--- config.mk ---
export PLATFORM = sky130hd
export DESIGN_NAME = hybrid_logical_clock
export DESIGN_NICKNAME = d
export VERILOG_FILES = /design/src/design/hlc_pkg.sv /design/src/design/hlc_cfg.sv /design/src/design/hybrid_logical_clock.sv
export SDC_FILE = /design/constraint.sdc
export NUM_CORES = 2
export LEC_CHECK = 0
export CAP_MARGIN = 15
export CORE_AREA = 2 2 362 364
export DETAILED_ROUTE_END_ITERATION = 16
export DIE_AREA = 0 0 364 366
export DONT_BUFFER_PORTS = 1
export GPL_ROUTABILITY_DRIVEN = 0
export PLACE_DENSITY = 0.38
export SLEW_MARGIN = 20
export SYNTH_ARGS = -nofsm -noshare
export SYNTH_HDL_FRONTEND = slang
export SYNTH_SLANG_ARGS = --single-unit
--- constraint.sdc ---
create_clock -name i_clk -period 17.1 [get_ports i_clk]
set_clock_uncertainty 0.15 [all_clocks]
set_input_delay 1.71 -clock i_clk [delete_from_list [all_inputs] [get_ports i_clk]]
set_output_delay 1.71 -clock i_clk [all_outputs]
set_load 0.03 [all_outputs]
--- src/design/hlc_pkg.sv ---
// ----------------------------------------------------------------------------
// hlc_pkg
// Shared types, codes and reset values for the hybrid logical clock.
// ----------------------------------------------------------------------------
package hlc_pkg;

    // Default widths of the physical and logical parts of a timestamp
    localparam int PHYS_BITS_DEF    = 48;
    localparam int LOGICAL_BITS_DEF = 16;

    // Configuration registers
    localparam int CFG_DATA_BITS = 32;
    localparam int CFG_ADDR_BITS = 4;
    localparam int ORIGIN_BITS   = 32;

    localparam logic [CFG_DATA_BITS-1:0] NODE_ORIGIN_RST  = 32'd0;
    localparam logic [CFG_DATA_BITS-1:0] BORROW_LIMIT_RST = 32'd1000;
    localparam logic [CFG_DATA_BITS-1:0] SKEW_LIMIT_RST   = 32'd60000;

    typedef enum logic [1:0] {
        REG_NODE_ORIGIN  = 2'd0,
        REG_BORROW_LIMIT = 2'd1,
        REG_SKEW_LIMIT   = 2'd2
    } t_reg_idx;

    typedef enum logic {
        MODE_LOCAL   = 1'b0,
        MODE_RECEIVE = 1'b1
    } t_mode;

    typedef enum logic [1:0] {
        ST_OK           = 2'd0,
        ST_BACKPRESSURE = 2'd1,
        ST_SKEW_REJECT  = 2'd2
    } t_status;

    // Register values seen by the datapath
    typedef struct packed {
        logic [ORIGIN_BITS-1:0]   node_origin;
        logic [CFG_DATA_BITS-1:0] borrow_limit_ms;
        logic [CFG_DATA_BITS-1:0] skew_limit_ms;
    } t_cfg;

endpackage

--- src/design/hlc_cfg.sv ---
// ----------------------------------------------------------------------------
// hlc_cfg
// Configuration register file behind a simple peripheral bus port.
// ----------------------------------------------------------------------------
module hlc_cfg
    import hlc_pkg::*;
(
    input  logic                     i_clk,
    input  logic                     i_rst_n,
    input  logic                     i_psel,
    input  logic                     i_penable,
    input  logic                     i_pwrite,
    input  logic [CFG_ADDR_BITS-1:0] i_paddr,
    input  logic [CFG_DATA_BITS-1:0] i_pwdata,
    output logic [CFG_DATA_BITS-1:0] o_prdata,
    output t_cfg                     o_cfg
);

    logic                     w_wr;
    logic [1:0]               w_idx;
    logic [ORIGIN_BITS-1:0]   r_node_origin;
    logic [CFG_DATA_BITS-1:0] r_borrow_limit;
    logic [CFG_DATA_BITS-1:0] r_skew_limit;

    // Write strobe on the access phase; the port never waits
    assign w_wr  = i_psel && i_penable && i_pwrite;
    assign w_idx = i_paddr[CFG_ADDR_BITS-1:2];

    // Write the addressed register; drop writes past the last one
    always_ff @(posedge i_clk) begin
        if (!i_rst_n) begin
            r_node_origin  <= NODE_ORIGIN_RST;
            r_borrow_limit <= BORROW_LIMIT_RST;
            r_skew_limit   <= SKEW_LIMIT_RST;
        end else if (w_wr) begin
            case (w_idx)
                REG_NODE_ORIGIN:  r_node_origin  <= i_pwdata;
                REG_BORROW_LIMIT: r_borrow_limit <= i_pwdata;
                REG_SKEW_LIMIT:   r_skew_limit   <= i_pwdata;
                default: ;
            endcase
        end
    end

    // Read back
    always_comb begin
        case (w_idx)
            REG_NODE_ORIGIN:  o_prdata = r_node_origin;
            REG_BORROW_LIMIT: o_prdata = r_borrow_limit;
            REG_SKEW_LIMIT:   o_prdata = r_skew_limit;
            default:          o_prdata = '0;
        endcase
    end

    assign o_cfg.node_origin     = r_node_origin;
    assign o_cfg.borrow_limit_ms = r_borrow_limit;
    assign o_cfg.skew_limit_ms   = r_skew_limit;

endmodule

--- src/design/hybrid_logical_clock.sv ---
// ----------------------------------------------------------------------------
// hybrid_logical_clock
// Hybrid logical clock: local events and remote merges, one per clock unless stalled.
// ----------------------------------------------------------------------------
// The block takes one event per clock and returns one timestamp per event:
// the event is held in the input register, then the update step writes the clock
// state and the result register together. The clock state is read and written
// in that single update step, so back-to-back events see each other's effect
// with no gap; the rate is one transfer per clock for as long as the result
// side takes them. Registers are meant to be written only while no event is in
// flight.
module hybrid_logical_clock
    import hlc_pkg::*;
#(
    parameter  int PHYS_BITS    = PHYS_BITS_DEF,
    parameter  int LOGICAL_BITS = LOGICAL_BITS_DEF,
    localparam int IN_BITS      = ((2*PHYS_BITS + LOGICAL_BITS + 7) / 8) * 8,
    localparam int OUT_BITS     = ((PHYS_BITS + LOGICAL_BITS + ORIGIN_BITS + 7) / 8) * 8
)
(
    input  logic                     i_clk,
    input  logic                     i_rst_n,
    // input event stream
    input  logic                     s_axis_tvalid,
    output logic                     s_axis_tready,
    // phys_now_ms, remote_physical, remote_logical
    input  logic [IN_BITS-1:0]       s_axis_tdata,
    // mode
    input  logic                     s_axis_tuser,
    // timestamp stream
    output logic                     m_axis_tvalid,
    input  logic                     m_axis_tready,
    // stamp_physical, stamp_logical, stamp_origin
    output logic [OUT_BITS-1:0]      m_axis_tdata,
    // status
    output logic [1:0]               m_axis_tuser,
    // configuration port
    input  logic                     psel,
    input  logic                     penable,
    input  logic                     pwrite,
    input  logic [CFG_ADDR_BITS-1:0] paddr,
    input  logic [CFG_DATA_BITS-1:0] pwdata,
    output logic [CFG_DATA_BITS-1:0] prdata,
    output logic                     pready
);

    localparam logic [PHYS_BITS-1:0]    PHYS_MAX = '1;
    localparam logic [LOGICAL_BITS-1:0] LOG_MAX  = '1;

    t_cfg w_cfg;

    logic w_in_take;
    logic w_move;

    // input register
    logic                    r_in_vld;
    t_mode                   r_in_mode;
    logic [PHYS_BITS-1:0]    r_in_pt;
    logic [PHYS_BITS-1:0]    r_in_rpt;
    logic [LOGICAL_BITS-1:0] r_in_rlog;

    // clock state
    logic [PHYS_BITS-1:0]    r_phys;
    logic [LOGICAL_BITS-1:0] r_logical;
    logic [PHYS_BITS-1:0]    n_phys;
    logic [LOGICAL_BITS-1:0] n_logical;
    t_status                 n_status;

    // result register
    logic                    r_out_vld;
    t_status                 r_out_status;
    logic [PHYS_BITS-1:0]    r_out_phys;
    logic [LOGICAL_BITS-1:0] r_out_log;
    logic [ORIGIN_BITS-1:0]  r_out_origin;

    // update step terms
    logic [PHYS_BITS:0]      w_pt_borrow;
    logic [PHYS_BITS:0]      w_pt_skew;
    logic [PHYS_BITS-1:0]    w_top;
    logic                    w_top_last;
    logic                    w_top_rem;
    logic [LOGICAL_BITS:0]   w_next;
    logic [LOGICAL_BITS-1:0] w_log_hi;
    logic [PHYS_BITS-1:0]    w_carry_base;
    logic [PHYS_BITS-1:0]    w_carry_phys;
    logic [LOGICAL_BITS-1:0] w_carry_log;

    hlc_cfg u_cfg (
        .i_clk     (i_clk),
        .i_rst_n   (i_rst_n),
        .i_psel    (psel),
        .i_penable (penable),
        .i_pwrite  (pwrite),
        .i_paddr   (paddr),
        .i_pwdata  (pwdata),
        .o_prdata  (prdata),
        .o_cfg     (w_cfg)
    );

    assign pready = 1'b1;

    // Handshake: the event advances when the result slot is free or drains
    assign w_move        = r_in_vld && (!r_out_vld || m_axis_tready);
    assign s_axis_tready = !r_in_vld || w_move;
    assign w_in_take     = s_axis_tvalid && s_axis_tready;

    // Hold the accepted event
    always_ff @(posedge i_clk) begin
        if (!i_rst_n) begin
            r_in_vld <= 1'b0;
        end else if (s_axis_tready) begin
            r_in_vld <= s_axis_tvalid;
        end
    end

    always_ff @(posedge i_clk) begin
        if (w_in_take) begin
            r_in_mode <= t_mode'(s_axis_tuser);
            r_in_pt   <= s_axis_tdata[PHYS_BITS-1:0];
            r_in_rpt  <= s_axis_tdata[2*PHYS_BITS-1:PHYS_BITS];
            r_in_rlog <= s_axis_tdata[2*PHYS_BITS+LOGICAL_BITS-1:2*PHYS_BITS];
        end
    end

    // Limits added to physical time, one bit wider so nothing wraps
    assign w_pt_borrow = {1'b0, r_in_pt} + (PHYS_BITS+1)'(w_cfg.borrow_limit_ms);
    assign w_pt_skew   = {1'b0, r_in_pt} + (PHYS_BITS+1)'(w_cfg.skew_limit_ms);

    // Three-way maximum for a merge
    always_comb begin
        w_top = (r_phys > r_in_pt) ? r_phys : r_in_pt;
        if (r_in_rpt > w_top) begin
            w_top = r_in_rpt;
        end
    end

    assign w_top_last = (w_top == r_phys);
    assign w_top_rem  = (w_top == r_in_rpt);
    assign w_log_hi   = (r_logical > r_in_rlog) ? r_logical : r_in_rlog;

    // Logical part after a merge, with a spare bit to flag overflow
    always_comb begin
        if (w_top_last && w_top_rem) begin
            w_next = {1'b0, w_log_hi} + 1'b1;
        end else if (w_top_last) begin
            w_next = {1'b0, r_logical} + 1'b1;
        end else if (w_top_rem) begin
            w_next = {1'b0, r_in_rlog} + 1'b1;
        end else begin
            w_next = '0;
        end
    end

    // Carry into the next millisecond, pinned at the physical ceiling
    assign w_carry_base = (r_in_mode == MODE_LOCAL) ? r_phys : w_top;

    always_comb begin
        if (w_carry_base == PHYS_MAX) begin
            w_carry_phys = PHYS_MAX;
            w_carry_log  = LOG_MAX;
        end else begin
            w_carry_phys = w_carry_base + 1'b1;
            w_carry_log  = '0;
        end
    end

    // Next clock state and status for the event in the input register
    always_comb begin
        n_phys    = r_phys;
        n_logical = r_logical;
        n_status  = ST_OK;
        case (r_in_mode)
            MODE_LOCAL: begin
                if (r_in_pt > r_phys) begin
                    n_phys    = r_in_pt;
                    n_logical = '0;
                end else if (r_logical != LOG_MAX) begin
                    n_logical = r_logical + 1'b1;
                end else begin
                    n_phys    = w_carry_phys;
                    n_logical = w_carry_log;
                    if ((w_cfg.borrow_limit_ms != '0)
                            && ({1'b0, w_carry_phys} > w_pt_borrow)) begin
                        n_status = ST_BACKPRESSURE;
                    end
                end
            end
            MODE_RECEIVE: begin
                if ((w_cfg.skew_limit_ms != '0) && ({1'b0, r_in_rpt} > w_pt_skew)) begin
                    n_status = ST_SKEW_REJECT;
                end else if (!w_next[LOGICAL_BITS]) begin
                    n_phys    = w_top;
                    n_logical = w_next[LOGICAL_BITS-1:0];
                end else begin
                    n_phys    = w_carry_phys;
                    n_logical = w_carry_log;
                end
            end
            default: ;
        endcase
    end

    // Advance the clock state
    always_ff @(posedge i_clk) begin
        if (!i_rst_n) begin
            r_phys    <= '0;
            r_logical <= '0;
        end else if (w_move) begin
            r_phys    <= n_phys;
            r_logical <= n_logical;
        end
    end

    // Result register
    always_ff @(posedge i_clk) begin
        if (!i_rst_n) begin
            r_out_vld <= 1'b0;
        end else if (w_move) begin
            r_out_vld <= 1'b1;
        end else if (m_axis_tready) begin
            r_out_vld <= 1'b0;
        end
    end

    always_ff @(posedge i_clk) begin
        if (w_move) begin
            r_out_status <= n_status;
            r_out_phys   <= n_phys;
            r_out_log    <= n_logical;
            r_out_origin <= w_cfg.node_origin;
        end
    end

    assign m_axis_tvalid = r_out_vld;
    assign m_axis_tuser  = r_out_status;
    assign m_axis_tdata  = OUT_BITS'({r_out_origin, r_out_log, r_out_phys});

`ifndef SYNTH
    // The clock never moves backward
    a_monotonic: assert property (@(posedge i_clk) disable iff (!i_rst_n)
        w_move |=> {r_phys, r_logical} >= $past({r_phys, r_logical}))
        else $error("clock state moved backward");

    // A rejected remote timestamp leaves the clock untouched
    a_reject_keeps: assert property (@(posedge i_clk) disable iff (!i_rst_n)
        (w_move && n_status == ST_SKEW_REJECT) |=> $stable({r_phys, r_logical}))
        else $error("skew rejection changed clock state");

    // Backpressure only follows a borrow, which leaves logical zero or pinned
    a_borrow_log: assert property (@(posedge i_clk) disable iff (!i_rst_n)
        (w_move && n_status == ST_BACKPRESSURE)
            |=> (r_logical == '0 || r_logical == LOG_MAX))
        else $error("backpressure without a borrow");

    // A held event is not lost while the result side stalls
    a_hold_event: assert property (@(posedge i_clk) disable iff (!i_rst_n)
        (r_in_vld && !w_move) |=> r_in_vld)
        else $error("pending event dropped");
`endif

endmodule

; Word level (Yosys, flattened, before mapping)
; Index checks and enable logic that the tools add are counted.
[op_classes]
order_cmp = 6
n_addsub = 7
n_eq_ne = 6
n_div = 0
muxes = 27
bitwise_logic = 1
reduce_logical = 18
shifts = 0
multipliers = 0
[ops]
columns = cell, count
row1 = 2-to-1 mux 48 bit, 8
row2 = > comparator 48 bit, 3
row3 = adder 48 x 32 -> 49 bit, 2
row4 = > comparator 48 x 49 -> 1 bit, 2
row5 = == test 48 bit, 2
row6 = 2-to-1 mux 16 bit, 6
row7 = one-hot mux 32 bit (3 select lines), 1
row8 = one-hot mux 48 bit (2 select lines), 1
row9 = nonzero test 32 bit, 2
row10 = "adder 16 x 1 -> 17 bit, second input constant", 3
row11 = 2-to-1 mux 17 bit, 3
row12 = "adder 48 x 1 -> 48 bit, second input constant", 1
row13 = "== test 48 bit, second input constant", 1
row14 = one-hot mux 16 bit (2 select lines), 1
row15 = "adder 16 x 1 -> 16 bit, second input constant", 1
row16 = > comparator 16 bit, 1
row17 = "!= test 16 bit, second input constant", 1
row18 = logical AND 1 bit, 7
row19 = AND reduction 2 bit, 3
row20 = 2-to-1 mux 1 bit, 5
row21 = one-hot mux 2 bit (2 select lines), 1
row22 = "== test 2 x 1 -> 1 bit, second input constant", 1
row23 = "== test 2 bit, second input constant", 1
row24 = zero test 1 bit, 2
row25 = 5 further kinds, 6
[word_totals]
regBits = 373
n_memories = 0
mem_bits_ro = 0
out_inout_bits = 133
in_bits = 156
mem_bits_rw = 0
latch_bits = 0
wordCells = 80

; Depth between registers and ports, before layout
[depth]
depth_word = 13
mapped_depth = 50

; By module
; Synthesis repeated with hierarchy kept, for this count alone.
[unflattened]
cells_unflattened = 3619
area_unflattened_um2 = 31522.7
[by_module_without_submodules]
columns = mod, seq_area_each_um2, area_each_um2, n_inst, cells_per_inst
row1 = hybrid_logical_clock, 7657.3, 27209.8, 1, 3148
row2 = hlc_cfg, 1921.8, 4312.9, 1, 471

; Worst setup path after synthesis
; No wires, ideal clock.
[synth_timing]
kind = register to register
startpoint = register r_phys[12]
endpoint = register r_out_status[0] (netlist: m_axis_tuser[0]) (data pin)
path_slack_ns = 7.383
path_buffers = 8
synth_period_minus_slack_ns = 9.717
arrival_time_ns = 9.309
path_stages_with_launch = 48
path_cell_list = dfxtp_1 -> clkbuf_1 -> inv_1 -> ha_1 -> or2_1 -> a211oi_2 -> nor3_1 -> o41ai_4 -> nand3_4 -> buf_6 -> buf_6 -> buf_4 -> clkbuf_1 -> buf_1 -> a21oi_1 -> ha_1 -> a21oi_1 -> nor2_1 -> [... 12 more ...] -> buf_2 -> buf_2 -> nand2_1 -> ha_1 -> a21o_1 -> a21o_1 -> a211oi_1 -> o21ai_0 -> a221oi_1 -> o21ai_0 -> a21oi_1 -> o31ai_1 -> a221oi_1 -> o21ai_0 -> a21o_1 -> a21o_1 -> a21oi_1 -> nor3_1
[synth_between]
elab_chain_len = 13
elab_cells_between_ends = 15
classes_between = 1 x add/sub / 4 x order compare / 1 x eq/ne / 8 x mux / 1 x reduce/logical
[synth_rtl]
columns = element, line_no
row1 = "start, declared", hybrid_logical_clock.sv:63  ; logic [PHYS_BITS-1:0] r_phys;
row2 = "start signal, assigned", hybrid_logical_clock.sv:209  ; r_phys <= n_phys;
row3 = > comparator 48 bit, hybrid_logical_clock.sv:131  ; w_top = (r_phys > r_in_pt) ? r_phys : r_in_pt;
row4 = 2-to-1 mux 48 bit, hybrid_logical_clock.sv:131
row5 = > comparator 48 bit, hybrid_logical_clock.sv:132  ; if (r_in_rpt > w_top) begin
row6 = 2-to-1 mux 48 bit, hybrid_logical_clock.sv:132
row7 = 2-to-1 mux 48 bit, hybrid_logical_clock.sv:155  ; assign w_carry_base = (r_in_mode == MODE_LOCAL) ? r_phys : w_top;
row8 = adder 48 x 1 -> 48 bit / == test 48 bit (equally long branches), "hybrid_logical_clock.sv:162, hybrid_logical_clock.sv:158"
row9 = 2-to-1 mux 48 bit, hybrid_logical_clock.sv:158  ; if (w_carry_base == PHYS_MAX) begin
row10 = > comparator 48 x 49 -> 1 bit, hybrid_logical_clock.sv:183  ; && ({1'b0, w_carry_phys} > w_pt_borrow)) begin
row11 = logical AND 1 bit, hybrid_logical_clock.sv:183
row12 = 2-to-1 mux 1 bit, hybrid_logical_clock.sv:182  ; if ((w_cfg.borrow_limit_ms != '0)
row13 = 2-to-1 mux 1 bit, hybrid_logical_clock.sv:177  ; end else if (r_logical != LOG_MAX) begin
row14 = 2-to-1 mux 1 bit *, hybrid_logical_clock.sv:174  ; if (r_in_pt > r_phys) begin
row15 = one-hot mux 2 bit (2 select lines) *, hybrid_logical_clock.sv:172  ; case (r_in_mode)
row16 = "end signal, assigned", hybrid_logical_clock.sv:227  ; r_out_status <= n_status;
row17 = "end, declared", hybrid_logical_clock.sv:71  ; t_status r_out_status;
; Every way passes the cells marked *; elsewhere a longest branch is shown, timed or not.
; A chain may end at the register's enable or synchronous reset.

; Worst setup path in the final report
[layout_timing]
startpoint = register r_phys[26]
endpoint = register r_out_status[0] (netlist: m_axis_tuser[0]) (data pin)
; Same word-level chain as after synthesis.

==> results_dict.tcl <==
set metrics [dict create \
    grt_overflow 0 \
    ff2ff_path_depth 45 \
    period_share 0.817 \
    die_x_um 364 \
    syn_area_per_cell_um2 8.30 \
    drv_slew 0 \
    ys.flop_type "edfxtp_1" \
    start_kind "register" \
    yosysWarnings 0 \
    min_period_ns 13.97 \
    coreArea_um2 129000 \
    placedCellCount 5484 \
    timing.final.ws_setup_ns 3.13 \
    ys_types 117 \
    dpl_worst_slack_ns 3.71 \
    cts_sinks 373 \
    path_common_cell "buf_4" \
    final_util 0.279 \
    hold_violations 0 \
    postSynthRegisterBits 373 \
    path_depth 45 \
    drc 0 \
    synthCells 3862 \
    start_util 0.248 \
    grt_setup_unrepaired "false" \
    portBuffers 0 \
    path_max_fanout 62 \
    ir_drop_mv 0.0844 \
    powerDensity_nw_per_um2 93.5 \
    ios 289 \
    tightestPinTransition_ns 1.16 \
    syn_nets 4296 \
    maxCapViolCount 0 \
    root_buffer "clkbuf_16" \
    routedWlPerCell_um 30.8 \
    place_hpwl_um 132000 \
    viasPerCell 5.72 \
    fp.dieH_um 366 \
    synthArstFlopShare 0 \
    firstDrtPassIters 6 \
    grt_usage 0.250 \
    syn_to_final_growth_pct 12.3 \
    slew_headroom 0.219 \
    clk_pin_slew_ns 0.07 \
    grt_pass1_vias 30177 \
    synth-seq-area-share 0.299 \
    holdBufCountCts 0 \
    syn_area_um2 32000 \
    grt_pass1_wl_um 241000 \
    hp-class "register to register" \
    max_freq_mhz 71.6 \
    rows 132 \
    postRouteAntennaNets 0 \
    fill_cells 13891 \
    grt_max_degree 107 \
    drt-initial-drc-count 3168 \
    criticalPathCategory "register to register" \
    finalPower_mw 3.36 \
    fin_area_um2 36000 \
    grt_antenna_before_repair 11 \
    setup_viol 0 \
    tns_ns 0 \
    wirelength_um 172000 \
    cts_max_level 2 \
    cp.arrival_ns 14.20 \
    hold_depth 0 \
    drive_above_1_share 0.0839 \
    cts_tree "built" \
    die-area_um2 133000 \
    slowest_delay_ns 0.88 \
    crit_slowest_cell "nor4_1" \
    dpl_cell_area_um2 34200 \
    vias 31914 \
    cp.required_ns 17.33 \
    clk_latency_ns 0.69 \
    postCtsSetupBuffers 0 \
    crit_buf_inv 8 \
    fin_nets 4229 \
    fin_cells 5583 \
    holdWs_ns 0.310 \
    p_leak_nw 13.5 \
    timing.critical_path.to_type "register" \
    outcome "finished clean" \
    cp_top_family "simple AND/OR/NAND/NOR gates" \
    cts.path.max_buffers 3 \
    cts_resized 0 \
    cts_made_buffers 51 \
    synth-edff-count 211 \
]
## state kept, by name (all words and copies together) (netlist names), 32 cells and up
signal	flops
u_cfg.r_node_origin	32
r_in_pt	48
r_out_origin	32
u_cfg.r_skew_limit	32
r_phys	48
u_cfg.r_borrow_limit	32
r_in_rpt	48
r_out_phys	48
## cell type report
type,count,area [um2],share of cell area
multi-input combinational,3111,21000,0.584
sequential,373,9580,0.266
antenna,3,7.51,0.000209
clock inverter,31,280,0.00779
timing repair buffer,124,956,0.0266
clock buffer,65,1450,0.0404
inverter,134,510,0.0142
tap,1742,2180,0.0606
## layer usage
metal / GRT usage / wire length [um] / part of all wire / vias up
li1: - / - / - / 14420
met1: 0.345 / 76900 / 0.45 / 15749
met2: 0.387 / 75500 / 0.44 / 1461
met3: 0.0429 / 12300 / 0.071 / 276
met4: 0.0978 / 7250 / 0.042 / 8
met5: 0 / 48 / 0.00028 / -
## power breakdown
group	leakage, nW	total (mW)	internal (mW)	switching (mW)
sequential	3.37	1.12	1.01	0.108
combinational	9.25	1.13	0.352	0.778
clock	0.852	1.12	0.628	0.490
## layout by cell type, fill, tap and decap left out, types with 15 or more instances in the layout
master / count
nand2_1: 501
a21oi_1: 324
ha_1: 276
edfxtp_1: 211
o21ai_0: 206
nor2_1: 196
dfxtp_1: 162
nand3_1: 140
inv_1: 131
buf_4: 122
xor2_1: 117
xnor2_1: 108
nand4_1: 101
nor3_1: 96
mux2i_1: 88
a21o_1: 77
nor4_1: 58
clkbuf_16: 55
a211oi_1: 53
a31oi_1: 52
o211ai_1: 45
a221oi_1: 45
o31ai_1: 41
and3_1: 38
nand2b_1: 31
o21ai_1: 30
and2_1: 29
o21a_1: 27
o22ai_1: 23
or3_1: 20
nor2b_1: 19
and4_1: 18
a22oi_1: 18
a21boi_0: 15
## cells by family after synthesis
group	count (synthesis)	share of synthesized area
simple gates	1333	0.206
compound gates	1172	0.244
buf+inv	378	0.0481
flops	373	0.299
fa+ha+maj	278	0.109
xor+xnor	225	0.0615
mux	102	0.0329
other cells	1	0.000117
## worst paths after layout
kind / startpoint / endpoint / slack (ns)
worst max-delay path: r_phys[26] / m_axis_tuser[0] / 3.13
worst min register to register: u_cfg.r_node_origin[17] / r_out_origin[17] / 0.31
worst max register to register: r_phys[26] / m_axis_tuser[0] / 3.13
worst min-delay path: u_cfg.r_node_origin[17] / r_out_origin[17] / 0.31
## synthesized netlist by cell type (60+ instances only)
library cell    n  area share
a21o_1         77       0.018
a21oi_1       325       0.051
clkbuf_1      183       0.021
dfxtp_1       162        0.10
edfxtp_1      211        0.20
ha_1          276        0.11
inv_1         131       0.015
mux2i_1        88       0.027
nand2_1       502       0.059
nand3_1       140       0.022
nand4_1       101       0.020
nor2_1        200       0.023
nor3_1         98       0.015
nor4_1         60       0.012
o21ai_0       211       0.033
xnor2_1       108       0.030
xor2_1        117       0.032
## worst reg2reg max path: cells and delay by family (launching register included)
| family | cells | cell delay, ns |
|---|---|---|
| fa+ha+maj | 4 | 1.02 |
| mux | 1 | 0.42 |
| buf+inv | 8 | 2.58 |
| simple gates | 12 | 4.74 |
| compound gates | 20 | 4.15 |
| flops | 1 | 0.62 |
Note: power is estimated with default switching activity, not from simulation.
